## config.mk

```make
export PLATFORM = sky130hd
export DESIGN_NAME = tcw_addr_unit
export DESIGN_NICKNAME = d
export VERILOG_FILES = /design/src/tcw_addr_unit.sv
export SDC_FILE = /design/constraint.sdc
export NUM_CORES = 1
export LEC_CHECK = 0
export ABC_CLOCK_PERIOD_IN_PS = 3200
export BUFFER_PORTS_ARGS = -buffer_cell sky130_fd_sc_hd__buf_2
export CAP_MARGIN = 20
export CELL_PAD_IN_SITES_DETAIL_PLACEMENT = 2
export CELL_PAD_IN_SITES_GLOBAL_PLACEMENT = 2
export CORE_UTILIZATION = 24
export DETAILED_ROUTE_END_ITERATION = 16
export PLACE_DENSITY = 0.94
export SLEW_MARGIN = 20
export SYNTH_ARGS = -nofsm -noshare
export SYNTH_HDL_FRONTEND = slang
export SYNTH_SLANG_ARGS = --single-unit
```

## constraint.sdc

```tcl
create_clock -name vclk -period 3.2
set_input_delay 0.48 -clock vclk [all_inputs]
set_output_delay 0.48 -clock vclk [all_outputs]
set_load 0.01 [all_outputs]
```

## src/tcw_addr_unit.sv

```systemverilog
`default_nettype none

// Shared cell address unit: y = a * SCREEN_WIDTH + b
module tcw_addr_unit #(
    parameter int SCREEN_WIDTH = 80,
    parameter int A_W          = 5,
    parameter int B_W          = 12,
    parameter int Y_W          = 12
) (
    input  wire logic [A_W-1:0] a,
    input  wire logic [B_W-1:0] b,
    output logic      [Y_W-1:0] y
);

    logic [31:0] prod;

    assign prod = 32'(a) * 32'(SCREEN_WIDTH);
    assign y    = Y_W'(prod + 32'(b));

endmodule

`default_nettype wire

```

==> summary.txt, run 1 <==
Worst hold path
  • Worst hold start: b[1]
  • Hold Crit Endpoint: y[1]
  • Worst hold path cell count: 0
  • Min-Delay Path Class: in2out

Drt
  • Final ANT Viol Nets: 0
  • Pre-antenna DRT Iters: 2
  • DR vias/cell: 4.838
  • DRC: 0
  • Avg WL per Cell: 13.92 um
  • DRT iter0 DRCs: 1
  • Final wirelength: 1462 um
  • Routed vias: between 500 and 600

Logic synthesis
  • Syn Nets: 88
  • Sequential fraction of the synthesis area: 0
  • Mean Syn Cell Area: 8.468 um^2
  • Yosys cell types: 21
  • Post-synthesis instance total: 56
  • Mapped Area: 474.2 um^2
  • YS warnings: 0

Finish
  • Antenna Cells: 0
  • Nets: 114
  • Commonest non-fill, non-tap cell in the layout: buf_2
  • Most frequent cells in the layout: buf_2 (20), ha_1 (7), buf_4 (7), xnor2_1 (5), ha_4 (5)
  • Seq_cells: 0
  • Register Area: 0 um^2
  • Clock buffers: 0
  • Area Overhead vs Synth: 49.34%
  • Share of layout cells above drive strength 1: 0.4500
  • Design Area, Final: 708.2 um^2

STA
  • Max Freq: 320.1 MHz
  • Setup ws final: roughly 0.076 ns
  • Worst-Margin Slew: 0.1996 ns
  • Tcrit/Tclk final: 0.9761
  • RSZ-0062 raised after global routing: false
  • Slew headroom: 0.8663
  • Final Hold Fails: 0
  • Hold WS: 0.9600 ns
  • Final slew viol count: 0
  • Minimum clock period after layout: around 3.1 ns
  • Setup violators final: 0

Worst setup path
  • Worst Path Required: 2.72 ns
  • Critical Path Max Stage Delay: 0.53 ns
  • CP arrival: 2.64 ns
  • Most frequent CP cell: ha_4
  • Critical path launch point type: input port
  • CP endpoint kind: output port
  • CP Class: in2out
  • CP max-delay cell: fa_1
  • Crit-path cells: buf_2 -> ha_4 -> ha_4 -> fa_1 -> ha_4 -> o21a_1 -> o31a_1 -> or4b_1 -> nand3_1 -> buf_2
  • CP Max Fanout: 2

Placement
  • Port bufs: 21
  • HPWL Detailed: 1298 um
  • Dpl ws: -0.1402 ns
  • Dpl cell area: 625.6 um^2
  • Gpl congestion: ~0.77

Global routing
  • Congestion Overflow GR: 0
  • Largest net degree at the start of global routing: 6
  • First-pass GRT wire length: 2408 um
  • GRT Total Usage: 0.1551
  • Number of global-route vias before repair: 545
  • Antenna violations before repair: 0

Power and ir drop
  • Switching power: 108.9 uW
  • Switching portion of total power: 0.4926
  • P_int: 112.1 uW
  • Lkg Pwr: approximately 0.35 nW
  • Logic pwr share: 1.000
  • Reg power frac: 0
  • Clock power frac: 0
  • Power Density: 312.0 nW/um^2
  • Maximum vdd drop: 0.1140 mV

Floorplanning
  • CORE AREA: approximately 1800 um^2
  • Row count: 15
  • Die Area: 2158 um^2
  • I/O pin count: 29
  • Starting Density: 0.2660
  • Die Height: 46.45 um
  • Die X: 46.45 um

Flow run
  • Max-cap violations: 0

Status
  • Status: finished clean
[metrics by stage]
stage | power, mW | utilization | std cells | setup TNS, ns
6_report | 0.2210 | 0.3972 | 105 | 0
2_1_floorplan | 0.1265 | - | 56 | 0
5_1_grt | 0.2444 | 0.3972 | 105 | 0
3_5_place_dp | 0.2021 | 0.3509 | 104 | -0.1911
4_1_cts | 0.2140 | 0.3782 | 105 | -0.01474
3_3_place_gp | 0.1877 | 0.3509 | 104 | 0
[synthesized netlist by cell type, drive strengths merged]
cell | instances | area share
a21oi | 5 | 0.053
o31a | 1 | 0.018
fa | 2 | 0.084
nand3 | 3 | 0.032
a21o | 3 | 0.047
buf | 4 | 0.063
xor2 | 2 | 0.037
xnor2 | 5 | 0.092
nor2b | 2 | 0.042
o21a | 1 | 0.016
mux2i | 1 | 0.021
or4b | 1 | 0.021
nand4 | 1 | 0.013
and3b | 1 | 0.018
nor2 | 2 | 0.016
nand2 | 2 | 0.016
o21ai | 2 | 0.021
inv | 4 | 0.032
ha | 13 | 0.34
a31oi | 1 | 0.013
[worst max-delay path, delay by kind of cell]
kind / cells / cell delay (ns)
AOI/OAI and AO/OA: 2 / 0.22
adders and majority gates: 4 / 1.13
and+or+nand+nor: 2 / 0.55
buffers and inverters: 2 / 0.25
[layer usage]
metal / share of wire / GRT usage / vias to the layer above
met5: 0 / 0 / -
met4: 0.012 / 0.01765 / 0
met3: 0.023 / 0 / 2
met2: 0.57 / 0.3111 / 12
met1: 0.39 / 0.1833 / 248
li1: - / - / 246
[cell families (layout without fill, tap and decap cells)]
kind of cell,count (synthesis),after routing,share of synthesized area
AO/OA/AOI/OAI,13,13,0.1689
XOR/XNOR,7,7,0.1293
adder cells (fa/ha/maj),15,15,0.4275
buffers and inverters,8,32,0.09498
multiplexers,1,1,0.02111
AND/OR/NAND/NOR,12,12,0.1583
[cell type report]
cell class                 count  area [um^2]
timing repair buffer          28        163.9
tap                           25        31.28
fill                         203         1075
inverter                       4        15.01
multi-input combinational     48        498.0
[power by group through the flow]
stage | sequential, mW | combinational [mW] | clock, mW
2_1_floorplan | 0 | 0.127 | 0
3_3_place_gp | 0 | 0.188 | 0
3_5_place_dp | 0 | 0.202 | 0
4_1_cts | 0 | 0.214 | 0
5_1_grt | 0 | 0.244 | 0
6_report | 0 | 0.221 | 0
[worst max path at each step]
stage,slack [ns],start,cells past startpoint,end
2_1_floorplan,0.18,a[1],8,y[10]
3_3_place_gp,0.001,a[2],12,y[11]
3_5_place_dp,-0.14,a[1],10,y[10]
4_1_cts,-0.01,a[1],10,y[10]
5_1_grt,0.001,a[3],10,y[10]
6_report,0.08,a[3],10,y[10]
[repair_timing]
item | CTS | global route
pin swaps | 5 | 9
gates resized for setup | 5 | 5
hold buffers | 0 | 0
endpoints found under the setup margin | 2 | 3
setup buffers | 1 | 0
(Power assumes the default switching activity.)
==> run 2: changes to the inputs <==
==> constraint.sdc (replaced) <==
create_clock -name vclk -period 3.2
set_input_delay 0.48 -clock vclk [all_inputs]
set_output_delay 0.48 -clock vclk [all_outputs]
set_load 0.02 [all_outputs]
==> run 2 against run 1 <==
  * Flip-flop and latch count unchanged
  * Non-clock buffer count increased by 2
  * Hold slack about the same
  * Combinational power up 22%
  * Via count increased by 1.8%
  * Setup slack lost 0.0092 ns
  * Routed wire length is 10% higher
  * Critical path depth stayed put
  * Clock-buffer cell count unchanged
  * Maximum frequency decreased by 0.29%
  * Critical path type unchanged
  * Largest power group unchanged
==> summary.txt, run 2 (synthesis results as in run 1) <==
Worst setup path
  • Worst Path Required: roughly 2.7 ns
  • CP max-delay cell: fa_1
  • Crit-path cells: buf_8 -> ha_4 -> ha_4 -> fa_1 -> ha_4 -> o21a_1 -> o31a_1 -> or4b_1 -> nand3_2 -> buf_6
  • CP endpoint kind: output port
  • CP arrival: 2.65 ns
  • Critical path depth in cells: 10
  • Critical Path Max Stage Delay: 0.53 ns
  • Most frequent CP cell: ha_4
  • Buf+Inv Stages, Crit Path: 2
  • CP Class: in2out
  • Top delay family on crit path: adder cells
  • CP Max Fanout: 2
  • Critical path launch point type: input port

Worst hold path
  • Worst hold path cell count: 0
  • Min-Delay Path Class: in2out

Floorplanning
  • I/O pin count: 29
  • Starting Density: 0.2660
  • Row count: 15
  • Die Area: 2158 um^2
  • Die Height: between 40 and 50 um
  • CORE AREA: approximately 1800 um^2
  • Die X: 46.45 um

Power and ir drop
  • P_int: 129.9 uW
  • Lkg Pwr: between 0.3 and 0.4 nW
  • Power Density: 361.8 nW/um^2
  • Maximum vdd drop: 0.1407 mV
  • Clock power frac: 0
  • Tot Pwr: 270.3 uW
  • Reg power frac: 0
  • Switching power: roughly 140 uW
  • Switching portion of total power: 0.5193
  • Logic pwr share: 1.000

Drt
  • Avg WL per Cell: 15.05 um
  • DRC: 0
  • Final ANT Viol Nets: 0
  • Routed vias: roughly 520
  • Final wirelength: 1610 um
  • DRT iter0 DRCs: 0
  • Pre-antenna DRT Iters: 1
  • DR vias/cell: 4.832

Placement
  • Dpl cell area: about 630 um^2
  • Port bufs: 21
  • Placed instance count: 104
  • Dpl ws: -0.1735 ns
  • Gpl congestion: between 0.7 and 0.8
  • HPWL Detailed: ~1300 um

Finish
  • Layout fillers: around 200
  • Design Area, Final: between 700 and 800 um^2
  • Seq_cells: 0
  • Area Overhead vs Synth: 57.52%
  • Commonest non-fill, non-tap cell in the layout: buf_2
  • Most frequent cells in the layout: buf_2 (17), buf_4 (10), ha_1 (7), xnor2_1 (5), ha_4 (5)
  • Antenna Cells: 0
  • Area of the multi-input gates: between 500 and 600 um^2
  • Register Area: 0 um^2
  • Nets: around 120
  • Final std cells w/o fill: about 110
  • Clock buffers: 0
  • Share of layout cells above drive strength 1: 0.4756

Global routing
  • First-pass GRT wire length: 2546 um
  • GRT Total Usage: 0.1647
  • Number of global-route vias before repair: around 560
  • Antenna violations before repair: 0
  • Largest net degree at the start of global routing: 6
  • Congestion Overflow GR: 0

STA
  • Setup ws final: 0.06717 ns
  • Hold WS: 0.9600 ns
  • Minimum clock period after layout: 3.133 ns
  • Final slew viol count: 0
  • Setup violators final: 0
  • Final Hold Fails: 0
  • Worst-Margin Slew: approximately 0.20 ns
  • Tcrit/Tclk final: 0.9790
  • Slew headroom: 0.8668
  • Max Freq: 319.2 MHz

Flow run
  • Max-cap violations: 0

Clock network
  • Post-CTS Hold Fix Bufs: 0

Status
  • Status: finished clean
## run 2: cell count changes in the layout (fill, tap and decap cells not counted)
cell,delta
o21ai_0,-1
nand3_2,+1
buf_8,+1
buf_6,+1
nand3_1,-1
o21ai_1,+1
buf_4,+3
buf_2,-3
## run 2: final timing paths
check	from	endpoint	slack (ns)
setup / recovery	a[3]	y[10]	0.07
hold / removal	b[1]	y[1]	0.96
## run 2: repair_timing
action,4_1_cts,5_1_grt
cloned,0,0
pin swaps,6,10
buffers inserted,3,0
resized for setup,14,3
endpoints found under the setup margin,3,3
## run 2: power groups by stage
| stage | sequential [mW] | combinational [mW] | clock [mW] |
|---|---|---|---|
| 2_1_floorplan | 0 | 0.153 | 0 |
| 3_3_place_gp | 0 | 0.212 | 0 |
| 3_5_place_dp | 0 | 0.226 | 0 |
| 4_1_cts | 0 | 0.259 | 0 |
| 5_1_grt | 0 | 0.292 | 0 |
| 6_report | 0 | 0.270 | 0 |
## run 2: stage by stage
| step | setup TNS, ns | utilization |
|---|---|---|
| finish | 0 | 0.4189 |
| global route | -0.005297 | 0.4189 |
| global placement | -0.06477 | 0.3509 |
| CTS | -0.04986 | 0.4049 |
| floorplan | 0 | - |
| detailed placement | -0.2754 | 0.3509 |
## run 2: cell type report
class	count	share of cell area
multi-input cells	48	0.6734
inverters	4	0.02010
well taps	25	0.04188
repair buffers	30	0.2647
## run 2: per-layer routing
layer,part of all wire,track usage,vias up
li1,-,-,250
met5,0,0,-
met2,0.58,0.3333,12
met3,0.024,0,2
met1,0.38,0.1926,253
met4,0.011,0.01765,0
