[src/tcw_pkg.sv]
`default_nettype none

package tcw_pkg;

    // Default screen geometry
    localparam int DEF_SCREEN_WIDTH  = 80;
    localparam int DEF_SCREEN_HEIGHT = 25;

    // Style byte after reset
    localparam logic [7:0] DEFAULT_STYLE_RESET = 8'd7;

    // Character code that starts a new row
    localparam logic [7:0] NEWLINE_CODE = 8'd10;

    // Item kinds
    localparam logic [1:0] KIND_PUT   = 2'd0;
    localparam logic [1:0] KIND_READ  = 2'd1;
    localparam logic [1:0] KIND_CLEAR = 2'd2;

    typedef struct packed {
        logic [1:0] kind;
        logic [7:0] char_code;
        logic [4:0] cell_row;
        logic [6:0] cell_col;
    } in_item_t;

    typedef struct packed {
        logic [7:0] read_char;
        logic [7:0] read_style;
        logic [4:0] cursor_row;
        logic [6:0] cursor_col;
        logic       scrolled;
    } out_item_t;

endpackage

`default_nettype wire

[src/tcw_seq.sv]
`default_nettype none

module tcw_seq
    import tcw_pkg::*;
#(
    parameter int SCREEN_WIDTH  = DEF_SCREEN_WIDTH,
    parameter int SCREEN_HEIGHT = DEF_SCREEN_HEIGHT,
    localparam int N   = SCREEN_WIDTH * SCREEN_HEIGHT,
    localparam int AW  = $clog2(N),
    localparam int RW  = $clog2(SCREEN_HEIGHT),
    localparam int CW  = $clog2(SCREEN_WIDTH),
    localparam int A_W = (RW > 5) ? RW : 5,
    localparam int B_W = (AW + 1 > 8) ? AW + 1 : 8,
    localparam int Y_W = AW + 1
) (
    input  wire logic           clk,
    input  wire logic           rst_n,
    input  wire logic           start,
    input  wire in_item_t       item,
    input  wire logic [7:0]     default_style,
    output logic                busy,
    // shared address unit
    output logic      [A_W-1:0] ua,
    output logic      [B_W-1:0] ub,
    input  wire logic [Y_W-1:0] uy,
    // screen memory
    output logic                wr_en,
    output logic      [AW-1:0]  wr_addr,
    output logic      [15:0]    wr_data,
    output logic      [AW-1:0]  rd_addr,
    input  wire logic [15:0]    rd_data,
    // result
    output out_item_t           res,
    output logic                res_load
);

    typedef enum logic [6:0] {
        S_INIT   = 7'b0000001,
        S_IDLE   = 7'b0000010,
        S_CALC   = 7'b0000100,
        S_PUT    = 7'b0001000,
        S_RD     = 7'b0010000,
        S_SCROLL = 7'b0100000,
        S_FILL   = 7'b1000000
    } state_t;

    state_t          state_reg, state_next;
    logic [AW-1:0]   cnt_reg, cnt_next;
    logic [AW-1:0]   addr_reg, addr_next;
    logic [RW-1:0]   row_reg, row_next;
    logic [CW-1:0]   col_reg, col_next;
    in_item_t        item_reg, item_next;

    logic            row_last;
    logic            col_last;
    logic            sweep_last;
    logic            cell_ok;
    logic [B_W-1:0]  cnt_inc;
    logic [15:0]     blank;

    assign busy       = (state_reg != S_IDLE);
    assign row_last   = (row_reg == RW'(SCREEN_HEIGHT - 1));
    assign col_last   = (col_reg == CW'(SCREEN_WIDTH - 1));
    assign sweep_last = (cnt_reg == AW'(N - 1));
    assign cnt_inc    = B_W'(cnt_reg) + B_W'(1);
    assign blank      = {default_style, 8'h00};
    assign cell_ok    = (32'(item_reg.cell_row) < 32'(SCREEN_HEIGHT))
                     && (32'(item_reg.cell_col) < 32'(SCREEN_WIDTH));

    always_comb
    begin
        state_next = state_reg;
        cnt_next   = cnt_reg;
        addr_next  = addr_reg;
        row_next   = row_reg;
        col_next   = col_reg;
        item_next  = item_reg;
        ua         = '0;
        ub         = '0;
        wr_en      = 1'b0;
        wr_addr    = cnt_reg;
        wr_data    = '0;
        rd_addr    = '0;
        res_load   = 1'b0;
        res        = '0;

        unique case (state_reg)
            S_INIT:
            begin
                // wipe the screen to zero after reset
                wr_en = 1'b1;
                if (sweep_last)
                begin
                    cnt_next   = '0;
                    state_next = S_IDLE;
                end
                else
                begin
                    cnt_next = AW'(cnt_inc);
                end
            end
            S_IDLE:
            begin
                if (start)
                begin
                    item_next  = item;
                    state_next = S_CALC;
                end
            end
            S_CALC:
            begin
                case (item_reg.kind)
                    KIND_PUT:
                    begin
                        if (item_reg.char_code == NEWLINE_CODE)
                        begin
                            col_next = '0;
                            // read ahead of a possible scroll: second row
                            ua      = A_W'(1);
                            rd_addr = AW'(uy);
                            if (row_last)
                            begin
                                cnt_next   = '0;
                                state_next = S_SCROLL;
                            end
                            else
                            begin
                                row_next   = RW'(row_reg + RW'(1));
                                res_load   = 1'b1;
                                state_next = S_IDLE;
                            end
                        end
                        else
                        begin
                            ua         = A_W'(row_reg);
                            ub         = B_W'(col_reg);
                            rd_addr    = AW'(uy);
                            addr_next  = AW'(uy);
                            state_next = S_PUT;
                        end
                    end
                    KIND_READ:
                    begin
                        ua = A_W'(item_reg.cell_row);
                        ub = B_W'(item_reg.cell_col);
                        if (cell_ok)
                        begin
                            rd_addr    = AW'(uy);
                            state_next = S_RD;
                        end
                        else
                        begin
                            res_load   = 1'b1;
                            state_next = S_IDLE;
                        end
                    end
                    KIND_CLEAR:
                    begin
                        cnt_next   = '0;
                        state_next = S_FILL;
                    end
                    default:
                    begin
                        res_load   = 1'b1;
                        state_next = S_IDLE;
                    end
                endcase
            end
            S_PUT:
            begin
                // keep the cell's style, replace the character
                wr_en   = 1'b1;
                wr_addr = addr_reg;
                wr_data = {rd_data[15:8], item_reg.char_code};
                ua      = A_W'(1);
                rd_addr = AW'(uy);
                if (!col_last)
                begin
                    col_next   = CW'(col_reg + CW'(1));
                    res_load   = 1'b1;
                    state_next = S_IDLE;
                end
                else
                begin
                    col_next = '0;
                    if (row_last)
                    begin
                        cnt_next   = '0;
                        state_next = S_SCROLL;
                    end
                    else
                    begin
                        row_next   = RW'(row_reg + RW'(1));
                        res_load   = 1'b1;
                        state_next = S_IDLE;
                    end
                end
            end
            S_RD:
            begin
                res.read_char  = rd_data[7:0];
                res.read_style = rd_data[15:8];
                res_load       = 1'b1;
                state_next     = S_IDLE;
            end
            S_SCROLL:
            begin
                // write cell cnt from cell cnt+W, read one ahead
                wr_en   = 1'b1;
                wr_data = (32'(cnt_reg) < 32'(N - SCREEN_WIDTH)) ? rd_data : blank;
                ua      = A_W'(1);
                ub      = cnt_inc;
                rd_addr = (32'(uy) < 32'(N)) ? AW'(uy) : '0;
                if (sweep_last)
                begin
                    cnt_next     = '0;
                    res.scrolled = 1'b1;
                    res_load     = 1'b1;
                    state_next   = S_IDLE;
                end
                else
                begin
                    cnt_next = AW'(cnt_inc);
                end
            end
            S_FILL:
            begin
                wr_en   = 1'b1;
                wr_data = blank;
                if (sweep_last)
                begin
                    cnt_next   = '0;
                    res_load   = 1'b1;
                    state_next = S_IDLE;
                end
                else
                begin
                    cnt_next = AW'(cnt_inc);
                end
            end
            default:
            begin
                state_next = S_IDLE;
            end
        endcase

        res.cursor_row = 5'(row_next);
        res.cursor_col = 7'(col_next);
    end

    always_ff @(posedge clk or negedge rst_n)
    begin
        if (!rst_n)
        begin
            state_reg <= S_INIT;
            cnt_reg   <= '0;
            row_reg   <= '0;
            col_reg   <= '0;
        end
        else
        begin
            state_reg <= state_next;
            cnt_reg   <= cnt_next;
            row_reg   <= row_next;
            col_reg   <= col_next;
        end
    end

    always_ff @(posedge clk)
    begin
        addr_reg <= addr_next;
        item_reg <= item_next;
    end

`ifndef SYNTHESIS
    a_cursor_in_range: assert property (@(posedge clk) disable iff (!rst_n)
        (32'(row_reg) < 32'(SCREEN_HEIGHT)) && (32'(col_reg) < 32'(SCREEN_WIDTH)))
        else $error("cursor left the screen");

    a_accept_to_calc: assert property (@(posedge clk) disable iff (!rst_n)
        (state_reg == S_IDLE && start) |=> (state_reg == S_CALC))
        else $error("accepted transaction did not reach address phase");

    a_idle_no_write: assert property (@(posedge clk) disable iff (!rst_n)
        (state_reg == S_IDLE || state_reg == S_CALC || state_reg == S_RD) |-> !wr_en)
        else $error("screen write outside a write phase");

    a_no_result_in_init: assert property (@(posedge clk) disable iff (!rst_n)
        (state_reg == S_INIT || state_reg == S_IDLE) |-> !res_load)
        else $error("result issued without a transaction");

    a_scroll_on_bottom: assert property (@(posedge clk) disable iff (!rst_n)
        (state_reg == S_SCROLL) |-> (row_last && col_reg == '0))
        else $error("scroll with cursor off the bottom row start");
`endif

endmodule

`default_nettype wire

[config.mk]
export PLATFORM = sky130hd
export DESIGN_NAME = tcw_seq
export DESIGN_NICKNAME = d
export VERILOG_FILES = /design/src/tcw_pkg.sv /design/src/tcw_seq.sv
export SDC_FILE = /design/constraint.sdc
export NUM_CORES = 1
export LEC_CHECK = 0
export BUFFER_PORTS_ARGS = -buffer_cell sky130_fd_sc_hd__buf_2
export CAP_MARGIN = 20
export CORE_ASPECT_RATIO = 0.9
export CORE_MARGIN = 10
export CORE_UTILIZATION = 30
export CTS_BUF_LIST = sky130_fd_sc_hd__clkbuf_16
export CTS_CLUSTER_SIZE = 30
export DETAILED_ROUTE_END_ITERATION = 10
export PLACE_DENSITY_LB_ADDON = 0.2
export SYNTH_ARGS = -nofsm -noshare
export SYNTH_HDL_FRONTEND = slang
export SYNTH_SLANG_ARGS = --single-unit
[constraint.sdc]
create_clock -name clk -period 3.1 [get_ports clk]
set_clock_uncertainty 0.05 [all_clocks]
set_input_delay 0.62 -clock clk [delete_from_list [all_inputs] [get_ports clk]]
set_output_delay 0.62 -clock clk [all_outputs]
set_load 0.01 [all_outputs]
==> flow_summary.json <==
{
  "status": "finished clean",
  "cts_buffer_depth": 2,
  "clkLatencyLatePin_ns": 0.33,
  "async_reset_ff_share_pct": 47.62,
  "ctsHoldBuffers": 0,
  "yosys_warnings": 0,
  "yosys.area_share.simple_pct": 26.07,
  "drv_cap": 0,
  "grt_pass1_vias": 3904,
  "h-tree-depth": 3,
  "drt_pass1_iterations": 5,
  "synth-adder-area-share_pct": 1.328,
  "rows": 38,
  "vias": 3682,
  "total_leakage_power_nw": 2.423,
  "cp.required_ns": 2.43,
  "synth_nets": 461,
  "n_antenna_cell": 0,
  "top_layer": "met4",
  "clock.fmax_ghz": 0.3324,
  "gp_congestion": 0.8070,
  "tritoncts": "yes",
  "totalWireLength_um": 13200,
  "slowest_delay_ns": 0.64,
  "finalSetupViolCount": 0,
  "placed_cell_area_sq_mm": 0.004757,
  "final_common_cell": "buf_2",
  "crit_chain": "nor2_1 > nand3_1 > buf_6 > nor2b_1 > or2_2 > a22o_1 > buf_2",
  "slowest_stage": "dfstp_2",
  "track_usage_pct": 14.31,
  "yosys.cell_types.count": 57,
  "synth_compound_area_share_pct": 19.10,
  "synth_edf_count": 33,
  "rsz0062_at_grt": "no",
  "die_y_um": 126.3,
  "die_w_um": 138.1,
  "syn_area_per_cell_sq_um": 9.514,
  "hp-class": "input pin to async pin",
  "grt_max_degree": 31,
  "reg2reg_depth": 7,
  "critPathCaptureType": "output port",
  "powerDensity_mw_per_mm2": 507.9,
  "largest_reg_flops": 22,
  "ys_seq_area_share_pct": 46.26,
  "crit_buf_inv": 2,
  "synth_top_family_by_area": "simple AND/OR/NAND/NOR gates",
  "ys_ff_latch": 63,
  "ys.flop_type": "edfxtp_1",
  "ir_drop_mv": 0.1992,
  "synthMuxAreaShare_pct": 0.8303,
  "met2WireLength_um": 6141,
  "nets": 623,
  "synth_top_area_share_pct": 26.30,
  "setup_tns_ns": 0,
  "place_hpwl_um": 10260,
  "die-area_sq_mm": 0.01745,
  "layout_common_cells": "buf_2, nand2_1, edfxtp_1",
  "period_share_pct": 97.06,
  "syn_inst": 396,
  "cp.arrival_ns": 2.34,
  "critPathMaxFanout": 15,
  "cts_buffers": 9,
  "final-max-slew-violation-count": 0,
  "post_drt_wl_per_cell_um": 18.26,
  "wl_met3_um": 1108,
  "synth_area_sq_mm": 0.003767,
  "relSlewSlack_pct": 49.19,
  "antenna_found_initial": 1,
  "area_delta_synth_final_pct": 38.16,
  "grt_overflow_total": 0,
  "clock_tree.root_cell": "clkbuf_16",
  "drt_iter0_drc": 282,
  "yosys.area.top_type": "edfxtp_1",
  "vias_per_cell": 5.093,
  "io_buffers": 147,
  "synth_xor_area_share_pct": 2.557,
  "clk_pin_slew_ns": 0.06,
  "start_util_pct": 30.95,
  "post-route-drc-count": 0,
  "tightestPinTransition_ns": 0.7621,
  "critPathTopFamily": "simple AND/OR/NAND/NOR gates",
  "finalCriticalPeriod_ns": 3.009,
  "drive_gt1_share_pct": 39.96,
  "path_depth": 7,
  "fp.coreArea_sq_mm": 0.01217,
  "wl_met1_um": 5793,
  "drt.antenna.violating_nets": 0,
  "synthTopCellsByArea": "edfxtp_1, dfrtp_1, and2_1",
  "fin_area_sq_mm": 0.005205,
  "final_hold_viol_count": 0,
  "path_class": "flop to output port",
  "io_pins": 148,
  "grt_pass1_wl_um": 20570,
  "cts_sinks": 63,
  "startpoint_type": "flop"
}
==> worst paths after layout <==
kind | startpoint | slack, ns | end
max reg2reg | row_reg[0]$_DFF_PN0_ | 0.68 | cnt_reg[8]$_DFFE_PN0P_
min | rst_n | 0.30 | col_reg[0]$_DFF_PN0_
max in group asynchronous | rst_n | 2.15 | state_reg[5]$_DFFE_PN0P_
min in group clk | item[17] | 0.41 | item_reg[17]$_DFFE_PP_
min reg2reg | cnt_reg[10]$_DFFE_PN0P_ | 0.51 | cnt_reg[10]$_DFFE_PN0P_
max | state_reg[0]$_DFFE_PN1P_ | 0.09 | wr_data[13]
==> stage by stage <==
step / worst slack (ns) / total power, W / std cells / hold slack (ns) / util (%)
after floorplan: 0.07106 / 0.001375 / 396 / 0.2744 / -
after global placement: 0.2596 / 0.001612 / 698 / 0.4966 / 39.08
after detailed placement: 0.2442 / 0.001614 / 698 / 0.5074 / 39.08
after CTS: 0.02495 / 0.002614 / 714 / 0.3286 / 41.76
after global routing: 0.001775 / 0.002759 / 723 / 0.3501 / 42.76
final: 0.09122 / 0.002643 / 723 / 0.3016 / 42.76
==> where the power goes <==
part           switching (W)  leakage [nW]  internal (W)
registers          0.0000842         0.714      0.000999
clock network       0.000376         0.143      0.000609
logic               0.000340          1.57      0.000235
total               0.000800          2.42       0.00184
==> layout make-up <==
class / instances / area, sq um
clock inverter: 7 / 57.56
tap: 160 / 200.2
clock buffer: 9 / 225.2
timing repair buffer: 177 / 964.7
sequential: 63 / 1744
fill: 1242 / 6967
multi-input combinational: 299 / 1983
inverter: 8 / 30.03
==> cells by family after synthesis <==
logic type	after synthesis
xor gates and xnor gates	11
AOI/OAI and AO/OA	100
and+or+nand+nor	181
buffers and inverters	34
adders and majority gates	4
DFF	63
muxes	3
==> worst reg2reg max path: cells and delay by family, from the launching register on <==
family / cells / cell delay, ns
compound gates: 1 / 0.17
fa+ha+maj: 1 / 0.16
buf+inv: 1 / 0.08
flops: 1 / 0.44
simple gates: 4 / 1.36
==> per-layer routing <==
| layer | up-vias | track usage [%] |
|---|---|---|
| li1 | 1789 | - |
| met2 | 141 | 23.07 |
| met4 | 0 | 3.346 |
| met5 | - | 0 |
| met1 | 1740 | 17.20 |
| met3 | 12 | 6.378 |
==> synthesized netlist by cell type (3+ instances only) <==
cell	count
nand2b_1	5
clkbuf_1	15
a221o_1	5
buf_2	8
a41oi_1	3
a22o_1	19
nand3_1	16
dfrtp_1	29
or2_2	3
a22oi_1	7
nor4_1	4
edfxtp_1	33
xnor2_1	8
or3_1	4
inv_1	8
a31oi_1	12
a21oi_1	14
and2_1	30
and3_1	4
nand4_1	3
nor4_2	3
o21ai_0	19
o22ai_1	4
nor3_1	9
a211o_1	4
nor2b_1	4
nor2_1	32
xor2_1	3
nand2_1	49
ha_1	4
==> timing repair <==
item / CTS / global route
pin swaps: 0 / 4
endpoints found under the hold margin: 0 / 0
endpoints found under the setup margin: 20 / 37
gates resized for setup: 7 / 15
setup buffers: 0 / 9
Note: power is estimated with default switching activity, not from simulation.
